`src/rtl/sdsr_pkg.sv`:
```
`timescale 1ns / 1ps
// ----------------------------------------------------------------------------
// sdsr_pkg
// Shared types and constants of the dead-block and stream aware replacement
// policy.
// ----------------------------------------------------------------------------
package sdsr_pkg;

    localparam int NUM_SETS       = 2048;
    localparam int NUM_WAYS       = 16;
    localparam int SIGNATURE_BITS = 6;
    localparam int SIG_ENTRIES    = 1 << SIGNATURE_BITS;
    localparam int SET_W          = 11;
    localparam int WAY_W          = 4;
    localparam int CNT_W          = SET_W + 1;
    localparam int PERIOD_W       = 20;

    localparam logic [1:0] CTR_MAX          = 2'd3;
    localparam logic [1:0] STREAM_THRESHOLD = 2'd2;
    localparam logic [1:0] REUSE_THRESHOLD  = 2'd2;
    localparam logic [PERIOD_W-1:0] DECAY_RESET = 20'd100000;

    localparam logic OP_VICTIM = 1'b0;
    localparam logic OP_UPDATE = 1'b1;

    typedef struct packed {
        logic        operation;
        logic [10:0] set_index;
        logic [3:0]  way;
        logic [63:0] pc;
        logic [63:0] paddr;
        logic        hit;
    } in_word_t;

    typedef struct packed {
        logic [3:0] victim_way;
        logic       chose_dead;
        logic       streaming_insert;
    } out_word_t;

    // All state of one set, kept as one memory row.
    typedef struct packed {
        logic [NUM_WAYS-1:0][1:0]                rrpv;
        logic [NUM_WAYS-1:0][1:0]                dead;
        logic [NUM_WAYS-1:0][SIGNATURE_BITS-1:0] sig;
        logic [SIG_ENTRIES-1:0][1:0]             reuse;
        logic [1:0]                              stream;
        logic [63:0]                             prev_addr;
        logic [63:0]                             prev_stride;
    } row_t;

    typedef enum logic [1:0] {
        ST_CLEAR,
        ST_IDLE,
        ST_EXEC,
        ST_DECAY
    } state_t;

    typedef struct packed {
        logic             accept;
        logic             exec;
        logic             clr_wr;
        logic             swp_rd;
        logic             swp_wr;
        logic [SET_W-1:0] cnt_row;
        logic [SET_W-1:0] prev_row;
    } cmd_t;

    typedef struct packed {
        logic decay_req;
    } status_t;

endpackage

```
`src/rtl/sdsr_ctrl.sv`:
```
`timescale 1ns / 1ps
// ----------------------------------------------------------------------------
// sdsr_ctrl
// Sequencer: clearing pass, item read and execute, and the decay sweep.
// ----------------------------------------------------------------------------
module sdsr_ctrl (
    input  logic              clk,
    input  logic              rst_n,
    input  logic              start,
    input  sdsr_pkg::status_t status,
    output logic              busy,
    output sdsr_pkg::cmd_t    cmd
);

    sdsr_pkg::state_t state_reg, state_next;
    logic [sdsr_pkg::CNT_W-1:0] cnt_reg, cnt_next;
    logic [sdsr_pkg::CNT_W-1:0] cnt_prev;

    localparam logic [sdsr_pkg::CNT_W-1:0] LAST_ROW = sdsr_pkg::CNT_W'(sdsr_pkg::NUM_SETS - 1);
    localparam logic [sdsr_pkg::CNT_W-1:0] END_CNT  = sdsr_pkg::CNT_W'(sdsr_pkg::NUM_SETS);

    always_ff @(posedge clk or negedge rst_n)
    begin
        if (!rst_n)
        begin
            state_reg <= sdsr_pkg::ST_CLEAR;
            cnt_reg   <= '0;
        end
        else
        begin
            state_reg <= state_next;
            cnt_reg   <= cnt_next;
        end
    end

    assign cnt_prev = cnt_reg - 1'b1;

    always_comb
    begin
        state_next   = state_reg;
        cnt_next     = cnt_reg;
        busy         = 1'b1;
        cmd.accept   = 1'b0;
        cmd.exec     = 1'b0;
        cmd.clr_wr   = 1'b0;
        cmd.swp_rd   = 1'b0;
        cmd.swp_wr   = 1'b0;
        cmd.cnt_row  = cnt_reg[sdsr_pkg::SET_W-1:0];
        cmd.prev_row = cnt_prev[sdsr_pkg::SET_W-1:0];
        unique case (state_reg)
            sdsr_pkg::ST_CLEAR:
            begin
                cmd.clr_wr = 1'b1;
                cnt_next   = cnt_reg + 1'b1;
                if (cnt_reg == LAST_ROW)
                begin
                    state_next = sdsr_pkg::ST_IDLE;
                    cnt_next   = '0;
                end
            end
            sdsr_pkg::ST_IDLE:
            begin
                busy = 1'b0;
                if (start)
                begin
                    cmd.accept = 1'b1;
                    state_next = sdsr_pkg::ST_EXEC;
                end
            end
            sdsr_pkg::ST_EXEC:
            begin
                cmd.exec   = 1'b1;
                cnt_next   = '0;
                state_next = status.decay_req ? sdsr_pkg::ST_DECAY : sdsr_pkg::ST_IDLE;
            end
            sdsr_pkg::ST_DECAY:
            begin
                // Read row n while row n-1 is written back decremented.
                cmd.swp_rd = (cnt_reg != END_CNT);
                cmd.swp_wr = (cnt_reg != '0);
                cnt_next   = cnt_reg + 1'b1;
                if (cnt_reg == END_CNT)
                begin
                    state_next = sdsr_pkg::ST_IDLE;
                    cnt_next   = '0;
                end
            end
            default:
            begin
                state_next = sdsr_pkg::ST_IDLE;
            end
        endcase
    end

endmodule

```
`config.mk`:
```
export PLATFORM = sky130hd
export DESIGN_NAME = sdsr_ctrl
export DESIGN_NICKNAME = d
export VERILOG_FILES = /design/src/rtl/sdsr_pkg.sv /design/src/rtl/sdsr_ctrl.sv
export SDC_FILE = /design/constraint.sdc
export NUM_CORES = 1
export LEC_CHECK = 0
export ABC_AREA = 1
export BUFFER_PORTS_ARGS = -buffer_cell sky130_fd_sc_hd__buf_2
export CAP_MARGIN = 20
export CORE_ASPECT_RATIO = 0.7
export CORE_UTILIZATION = 45
export DETAILED_ROUTE_END_ITERATION = 8
export GPL_TIMING_DRIVEN = 0
export HOLD_SLACK_MARGIN = 0.08
export PLACE_DENSITY = 0.76
export SETUP_SLACK_MARGIN = 0.5
export SYNTH_ARGS = -nofsm -noshare
export SYNTH_HDL_FRONTEND = slang
export SYNTH_SLANG_ARGS = --single-unit
```
`constraint.sdc`:
```
create_clock -name clk -period 2.3 [get_ports clk]
set_clock_uncertainty 0.05 [all_clocks]
set_input_delay 0.23 -clock clk [delete_from_list [all_inputs] [get_ports clk]]
set_output_delay 0.23 -clock clk [all_outputs]
set_load 0.005 [all_outputs]
```
# == Word level (Yosys, flattened, before mapping) ==
# Cells that the tools add are included.
# op_classes
mux,14
addsub,2
eq_ne,9
reduce_logical,4
# op_table
cell,count
one-hot mux 12 bit (3 select lines),1
2-to-1 mux 12 bit,2
adder 12 x 1 -> 12 bit (second input constant),1
equality test 12 x 11 -> 1 bit (second input constant),1
equality test 12 bit (second input constant),1
inequality test 12 bit (second input constant),1
nonzero test 12 bit,1
subtractor 11 x 1 -> 11 bit (second input constant),1
2-to-1 mux 2 bit,5
one-hot mux 2 bit (4 select lines),1
inequality test 2 bit (second input constant),3
2-to-1 mux 1 bit,5
equality test 2 bit (second input constant),2
AND reduction 3 bit,1
nonzero test 3 bit,1
equality test 2 x 1 -> 1 bit (second input constant),1
zero test 2 bit,1
# totals
ff_bits,14
output_inout_bits,28
input_bits,4
elab_cells,31

# == Longest topological paths before layout ==
# Gate-level depths: netlist of run 1.
# depth
word_depth,3
ltp_mapped,10
ltp_nobuf,9

# == Least setup slack after synthesis of run 1 ==
# OpenSTA, ideal clock, no wires.
# synth_path
kind,reg2out
from,reg cnt_reg[0] (netlist name)
to,out cmd[10] (netlist name)
required_ps,2020
arrival_time_ps,1265
slack_ps,755
stages_incl_launch_ff,7
cell_sequence,dfrtp_1 -> inv_1 -> ha_1 -> nand2_1 -> nor2_1 -> nand3_1 -> xor2_1
# synth_lines
item,line,rtl
start: declaration,sdsr_ctrl.sv:16,"logic [sdsr_pkg::CNT_W-1:0] cnt_reg, cnt_next;"
start signal: assignment,sdsr_ctrl.sv:32,cnt_reg <= cnt_next;
end: declaration,sdsr_ctrl.sv:12,output sdsr_pkg::cmd_t cmd

==> results of run 1 <==
## through the flow
stage          setup slack [ns]  utilization, %  total power, mW  area [um^2]  std cells
6_report                  0.505            64.2            0.464         1830        279
5_1_grt                   0.439            64.2            0.484         1830        279
4_1_cts                   0.476            59.4            0.467         1690        270
3_5_place_dp              0.467            54.9            0.259         1560        260
3_3_place_gp              0.458            54.9            0.259         1560        260
2_1_floorplan             0.755               -            0.251         1360        193
## metal layers
layer / wire length (um) / up-vias / track usage, %
li1: - / 679 / -
met1: 1560 / 556 / 27.0
met2: 1450 / 32 / 29.5
met3: 147 / 2 / 5.71
met4: 10 / 0 / 2.55
met5: 0 / - / 0
## placed cells by master, fill, tap and decap left out, types with 2 or more instances in the layout
| cell | netlist | routed |
|---|---|---|
| nor2_4 | 1 | 7 |
| ha_1 | 8 | 7 |
| buf_2 | 0 | 31 |
| a21boi_0 | 2 | 2 |
| nand4_1 | 4 | 4 |
| buf_4 | 12 | 25 |
| nor3_1 | 4 | 3 |
| nor2_1 | 14 | 12 |
| o21ai_1 | 1 | 3 |
| buf_6 | 4 | 6 |
| nand3_1 | 14 | 12 |
| nand2_1 | 46 | 45 |
| inv_1 | 35 | 31 |
| nand3_4 | 2 | 3 |
| inv_2 | 1 | 5 |
| nand2_4 | 1 | 3 |
| dfrtp_1 | 14 | 11 |
| nand3_2 | 1 | 2 |
| dfrtp_2 | 0 | 3 |
| clkbuf_8 | 0 | 3 |
| xor2_1 | 8 | 8 |
| nand2_2 | 6 | 5 |
## cell families after synthesis
logic type               Yosys count  share of synthesized area [%]
AND/OR/NAND/NOR                  101                           37.5
buffers and inverters             53                           20.1
flip-flops                        14                           25.7
XOR/XNOR                           9                           5.79
AO/OA/AOI/OAI                      8                           3.49
adder cells (fa/ha/maj)            8                           7.35
## power groups by stage
stage	clock, mW	sequential [mW]	combinational (mW)
6_report	0.209	0.246	0.00885
2_1_floorplan	0	0.251	0.00000437
3_3_place_gp	0	0.251	0.00783
3_5_place_dp	0	0.251	0.00813
4_1_cts	0.211	0.246	0.00933
5_1_grt	0.228	0.246	0.0104
## Yosys cell counts
cell type,number
nand2_1,46
inv_1,35
dfrtp_1,14
nand3_1,14
nor2_1,14
buf_4,12
ha_1,8
xor2_1,8
nand2_2,6
nor2_2,5
buf_6,4
nand4_1,4
nor3_1,4
o21ai_0,3
a21boi_0,2
nand3_4,2
a21oi_1,1
clkinv_1,1
inv_2,1
nand2_4,1
nand3_2,1
nand3b_1,1
nor2_4,1
nor2_8,1
o211ai_1,1
o21ai_1,1
or2_2,1
xnor2_1,1
## worst max-delay path by stage
stage               startpoint      end  slack [ns]  depth (start not counted)
floorplan           cnt_reg[0]  cmd[10]        0.76                          6
global placement    cnt_reg[0]  cmd[10]        0.46                          7
detailed placement  cnt_reg[0]  cmd[10]        0.47                          7
CTS                 cnt_reg[5]   cmd[9]        0.48                          5
global route        cnt_reg[1]  cmd[10]        0.44                          7
finish              cnt_reg[1]   cmd[8]        0.50                          7
## worst reg2reg max path, cell delays in order, from the launching register on
cell	delay [ns]
dfrtp_2	0.43
buf_4	0.15
ha_1	0.20
nand3_4	0.10
nor2_2	0.24
nand3_1	0.14
nand2_1	0.08
nand2_1	0.05
clkinv_1	0.04
nand2_1	0.04
inv_1	0.05
## layout make-up
class	instances	area [um^2]
Sequential cell	14	354
Buffer	16	135
Inverter	37	139
Clock buffer	3	41.3
Timing Repair Buffer	47	285
Tap cell	36	45.0
Fill cell	260	1020
Multi-Input combinational cell	126	826
## what timing repair did
action,CTS,global route
pin swaps,2,8
hold buffers,1,0
endpoints found under the setup margin,6,6
cloned,0,0
setup buffers,6,9
endpoints found under the hold margin,14,0
resized for setup,10,19
==> metrics, run 1 <==
status=complete, no violations; internal power=0.365 mW; PortBufs=31; CP peak stage delay=between 0.4 and 0.5 ns; post-synthesis register bit count=14; diodes inserted=0; RR Startpoint=cnt_reg[1]; Static Leakage=1.03 nW; max reg flops=12; gr usage total=19.1%; worst-margin pin slew=0.355 ns; Synth Instances=around 190; clock latency on the worst-skew pair=around 0.25 ns; FF-to-FF path depth=10; final hold slack=0.323 ns; Mapped Nets=205; RSZ-0062 raised after global routing=true; Tcrit/Tclk final=78.1%; largest net degree at the start of global routing=15; Pre-antenna DRT Iters=4; Slew Limit Headroom=76.4%; worst hold path type=in2reg; Max Freq=between 500 and 600 MHz; Critical Path Source Type=flop; via count=between 1,000 and 1,500; global-route wire length before repair=4430 um; WL/cell=11.3 um; grt ovf=0; Worst VDD drop=approximately 200 uV; Die Ht=48.0 um; Post-route DRC=0; Synth area leaders=dfrtp_1 (26%), nand2_1 (13%), inv_1 (9.7%), ha_1 (7.4%), buf_4 (6.6%); Num CTS Buffers=3; Sw Share=between 20% and 30%; Die W=between 60 and 70 um; CTS tree=built; sequential area share after synthesis=around a quarter; Worst path slowest cell=dfrtp_2; CP Data Required Time=2.02 ns; post-layout net count=257; Clock Tree Buf Depth=2; layout cells sized above 1=40.3%; final setup fails=0; RD Place Congestion=0.854; synthesized area=1360 um^2; arrival time at the worst endpoint=approximately 1.5 ns; switching power=0.0985 mW; CTS root buffer=clkbuf_8; Mapped Avg Cell Area=7.05 um^2; Die Area=3250 um^2; combinational power share=1.9%; setup TNS=0 ns; crit path time final=1.80 ns; Clock Sinks=14; hold worst-path end=state_reg[0]; Clk pwr share=45.0%; initial antenna violation count=0; R2R setup slack=approximately 0.67 ns; cell area power density=254 nW/um^2; total wire length=3160 um; sequential share of power=53.1%; final hold vios=0; Clock transition at path regs=0.06 ns; Crit. End Element=output port; H-Tree Depth=1; I/O pins=32; hold path cells=4; Critical path buffers and inverters=3; reg2reg end=cnt_reg[10]; Worst Min Path Start=start; core area=2840 um^2; Synth area leader=dfrtp_1; Initial Util=between 40% and 50%; Warnings, synthesis=0; max-slew violations=0; Iter 0 DRT Violations=56; DPL Wire Length=2040 um; drt via density=around 4.5; CP Class=reg2out; Synth top area share=25.7%; Synth-to-Final Area Change=34.1%; FP Rows=16; CP cell instances=inv_2 -> ha_4 -> nand2_4 -> nor2_4 -> buf_6 -> xor2_1 -> buf_2; post-route ant nets=0; vias in the first global route=953; Yosys cell types=28; crit-path leading delay family=flip-flops; worst-path fanout max=4; max-cap viol count=0
Power figures use the tool's default switching activity.
==> run 2, diff against run 1 <==
Settings changed: ABC_AREA 1 to 0, PLACE_DENSITY 0.76 to 0.79.
Clock period 2.3 ns to 1.5 ns, I/O delays scaled along.
==> metrics, run 2 <==
H-Tree Depth=1; Synth area leader=dfrtp_1; Clock Sinks=14; Initial Util=48.6%; Num CTS Buffers=3; Top FF cell, synth=dfrtp_1; synthesized area=1230 um^2; I/O pins=32; post-synthesis register bit count=14; Synth Instances=about 140; Die W=64.6 um; sequential area share after synthesis=between 20 and 30%; DPL Wire Length=2320 um; post-GRT worst EP=cmd[9]; top cells by instance count after synthesis=dfrtp_1 (14), nand2_1 (13), buf_4 (12); Run Error=[ERROR DPL-0033] detailed placement checks failed during check placement.; Async SR Flop Fraction=100%; Mapped Avg Cell Area=about 9 um^2; Clock Tree Buf Depth=2; count leader, synth=dfrtp_1; status=did not finish; RD Place Congestion=0.840; Post-synth EDFFs=0; largest net degree at the start of global routing=15; PortBufs=31; CTS root buffer=clkbuf_8; Die Ht=between 40 and 50 um; initial antenna violation count=0; worst ep type=output port; Yosys cell types=45; dpl cell area=1520 um^2; Synth top area share=between 20% and 30%; Warnings, synthesis=0; FP Rows=15; Fail Step=5_1_grt; Synth area leaders=dfrtp_1 (28%), ha_1 (8.1%), buf_4 (7.3%), xor2_1 (6.4%), nand2_1 (4.0%); Mapped Nets=150
[run 2: changes by cell type after synthesis, moves of 3 or more]
cell | previous run | this run
clkbuf_1 | 0 | 3
nand3_1 | 14 | 5
xnor2_1 | 1 | 4
and2_1 | 0 | 3
nor2_2 | 5 | 0
buf_6 | 4 | 0
nand2_2 | 6 | 0
o31ai_1 | 0 | 3
nor2_1 | 14 | 11
a31oi_1 | 0 | 3
nand2_1 | 46 | 13
inv_1 | 35 | 8
[run 2: cell families after synthesis]
family / after synthesis / synth area share (%)
adder cells (fa/ha/maj): 8 / 8.12
multiplexers: 2 / 1.62
AND/OR/NAND/NOR: 54 / 27.3
AO/OA/AOI/OAI: 21 / 12.7
XOR/XNOR: 13 / 9.24
buffers and inverters: 26 / 12.6
flip-flops: 14 / 28.4
[run 2: timing repair]
| action | 4_1_cts |
|---|---|
| gates resized for setup | 89 |
| endpoints found under the hold margin | 14 |
| pin swaps | 16 |
| buffers inserted | 35 |
| hold buffers | 1 |
| setup endpoints to repair | 42 |
[run 2: per-stage QoR]
step / instances / setup slack (ns)
4_1_cts: 243 / -0.360
3_5_place_dp: 203 / -0.397
3_3_place_gp: 203 / -0.366
2_1_floorplan: 138 / -0.151
==> run 3, diff against run 2 <==
Settings changed: CORE_ASPECT_RATIO 0.7 to default, CORE_UTILIZATION 45 to 30, HOLD_SLACK_MARGIN 0.08 to default, PLACE_DENSITY 0.79 to default, PLACE_DENSITY_LB_ADDON from default to 0.15, SETUP_SLACK_MARGIN 0.5 to default.
Clock period 1.5 ns to 1.95 ns, I/O delays scaled along.
==> metrics, run 3 <==
top cells by instance count after synthesis=dfrtp_1 (14), nand2_1 (13), buf_4 (12); CTS root buffer=clkbuf_8; Pre-antenna DRT Iters=4; sequential share of power=between 10% and 20%; commonest non-fill, non-tap cell in the layout=buf_2; Post-route DRC=0; vias in the first global route=1,153; grt ovf=0; Synth area leaders=dfrtp_1 (28%), ha_1 (8.1%), buf_4 (7.3%), xor2_1 (6.4%), nand2_1 (4.0%); post-layout net count=between 200 and 250; Max Freq=508 MHz; Static Leakage=0.859 nW; Die W=roughly 66 um; combinational power share=69.7%; max-slew violations=0; failing checks=setup timing; internal power=1.46 mW; post-synthesis register bit count=14; cell area power density=~1500 nW/um^2; Initial Util=32.4%; Die Area=4370 um^2; crit-path leading delay family=simple AND/OR/NAND/NOR gates; placed cells=approximately 220; Crit. End Element=output port; CP Data Required Time=between 1.5 and 2 ns; via count=1,153; dpl cell area=1450 um^2; WL/cell=14.2 um; Critical path buffers and inverters=3; Slew Limit Headroom=66.2%; initial antenna violation count=0; Critical Path Source=cnt_reg[5]; Mapped Avg Cell Area=8.93 um^2; Mapped Nets=150; Post-synth EDFFs=0; Tcrit/Tclk final=101%; layout cells sized above 1=a little under half; setup TNS=-0.0272 ns; CP peak stage delay=just under 0.4 ns; Finished Layout Cells=between 200 and 250; post-route ant nets=0; largest net degree at the start of global routing=15; cell area after layout=1740 um^2; DPL Wire Length=2230 um; switching power=1.11 mW; core area=between 3000 and 4000 um^2; max-cap viol count=0; Iter 0 DRT Violations=20; PortBufs=31; Synth-to-Final Area Change=41.1%; CTS tree=built; FP Rows=22; clock latency on the worst-skew pair=~0.25 ns; worst-path fanout max=5; Sw Share=43.2%; Num CTS Buffers=3; Die Ht=66.1 um; CP Class=reg2out; final hold vios=0; Top FF cell, synth=dfrtp_1; final setup fails=2; total wire length=3350 um; drt via density=a little under 5; Clk pwr share=11.3%; count leader, synth=dfrtp_1; Async SR Flop Fraction=100%; Worst VDD drop=between 600 and 700 uV; arrival time at the worst endpoint=1.72 ns; Synth Instances=138; fill count=395; crit path time final=1.97 ns; Worst path slowest cell=dfrtp_1; global-route wire length before repair=between 5000 and 6000 um; Critical Path Source Type=flop; sequential area share after synthesis=about 28%; Yosys cell types=45; most frequent cells in the layout=buf_2 (30), buf_4 (27), nand2_1 (12); max reg flops=12; RD Place Congestion=0.770; RR Startpoint=cnt_reg[5]; CP cell instances=buf_6 -> nor4_4 -> buf_4 -> nor3b_4 -> xor2_1 -> buf_2; min setup slack post-route=-0.0169 ns; gr usage total=between 10% and 20%; RSZ-0062 raised after global routing=true; diodes inserted=0; Warnings, synthesis=0; H-Tree Depth=1; Worst Min Path Start=status; worst hold path type=in2reg; Synth area leader=dfrtp_1; Clock Tree Buf Depth=2; worst-margin pin slew=0.507 ns; I/O pins=32; R2R setup slack=0.07 ns; Clock transition at path regs=around 0.060 ns; status=finished with violations; Synth top area share=28.4%; synthesized area=about 1200 um^2; Clock Sinks=14
-- run 3: cell counts after synthesis --
Identical to the previous run, type by type.
-- run 3: power groups by stage --
stage	Combinational [mW]	Clock, mW	Sequential [mW]
global route	1.97	0.315	0.502
floorplan	0.936	0	0.458
global placement	1.32	0	0.488
finish	1.79	0.291	0.487
detailed placement	1.34	0	0.488
CTS	1.61	0.304	0.480
-- run 3: repair_timing --
action,4_1_cts,5_1_grt
hold buffers,1,0
pin swaps,2,6
gates resized for setup,13,16
endpoints found under the setup margin,18,15
endpoints found under the hold margin,14,0
setup buffers,11,4
-- run 3: final cells by class --
cell class | count | area (um^2) | area share (%)
Buffer | 17 | 134 | 7.70
Clock buffer | 4 | 55.1 | 3.17
Timing Repair Buffer | 47 | 284 | 16.3
Multi-Input combinational cell | 98 | 822 | 47.3
Tap cell | 48 | 60.1 | 3.45
Inverter | 8 | 30.0 | 1.73
Sequential cell | 14 | 354 | 20.4
-- run 3: worst paths after layout --
check                                    end  cells past startpoint
worst min-delay path            state_reg[1]                      5
min in group asynchronous         cnt_reg[9]                      2
worst max-delay path                  cmd[9]                      6
worst min register to register   cnt_reg[11]                      2
max in group asynchronous         cnt_reg[0]                      2
worst max register to register  state_reg[0]                      6
-- run 3: metal layers --
layer	vias to the layer above	track usage [%]	wire (um)
met4	0	8.24	87
met3	6	2.41	126
li1	569	-	-
met1	550	22.0	1550
met5	-	0	0
met2	28	28.3	1580
-- run 3: tightest hold or removal path, stage by stage --
cell and delay, ns:
buf_2 0.10, nand2_1 0.05, nand2_1 0.05, nand2_1 0.05
mux2i_1 0.06
-- run 3: cells by family after synthesis --
kind of cell | after synthesis | share of synthesized area (%)
xor gates and xnor gates | 13 | 9.24
and+or+nand+nor | 54 | 27.3
DFF | 14 | 28.4
buffers and inverters | 26 | 12.6
adders and majority gates | 8 | 8.12
AOI/OAI and AO/OA | 21 | 12.7
muxes | 2 | 1.62
-- run 3: stage by stage --
stage               hold WS [ns]  worst slack (ns)  total power, mW  util (%)
finish                     0.246           -0.0169             2.57      45.8
global route               0.299           -0.0923             2.78      45.8
CTS                        0.243          0.000812             2.40      43.1
detailed placement        0.0840           -0.0878             1.83      38.1
global placement          0.0794           -0.0558             1.81      38.1
floorplan                 -0.151             0.208             1.39         -
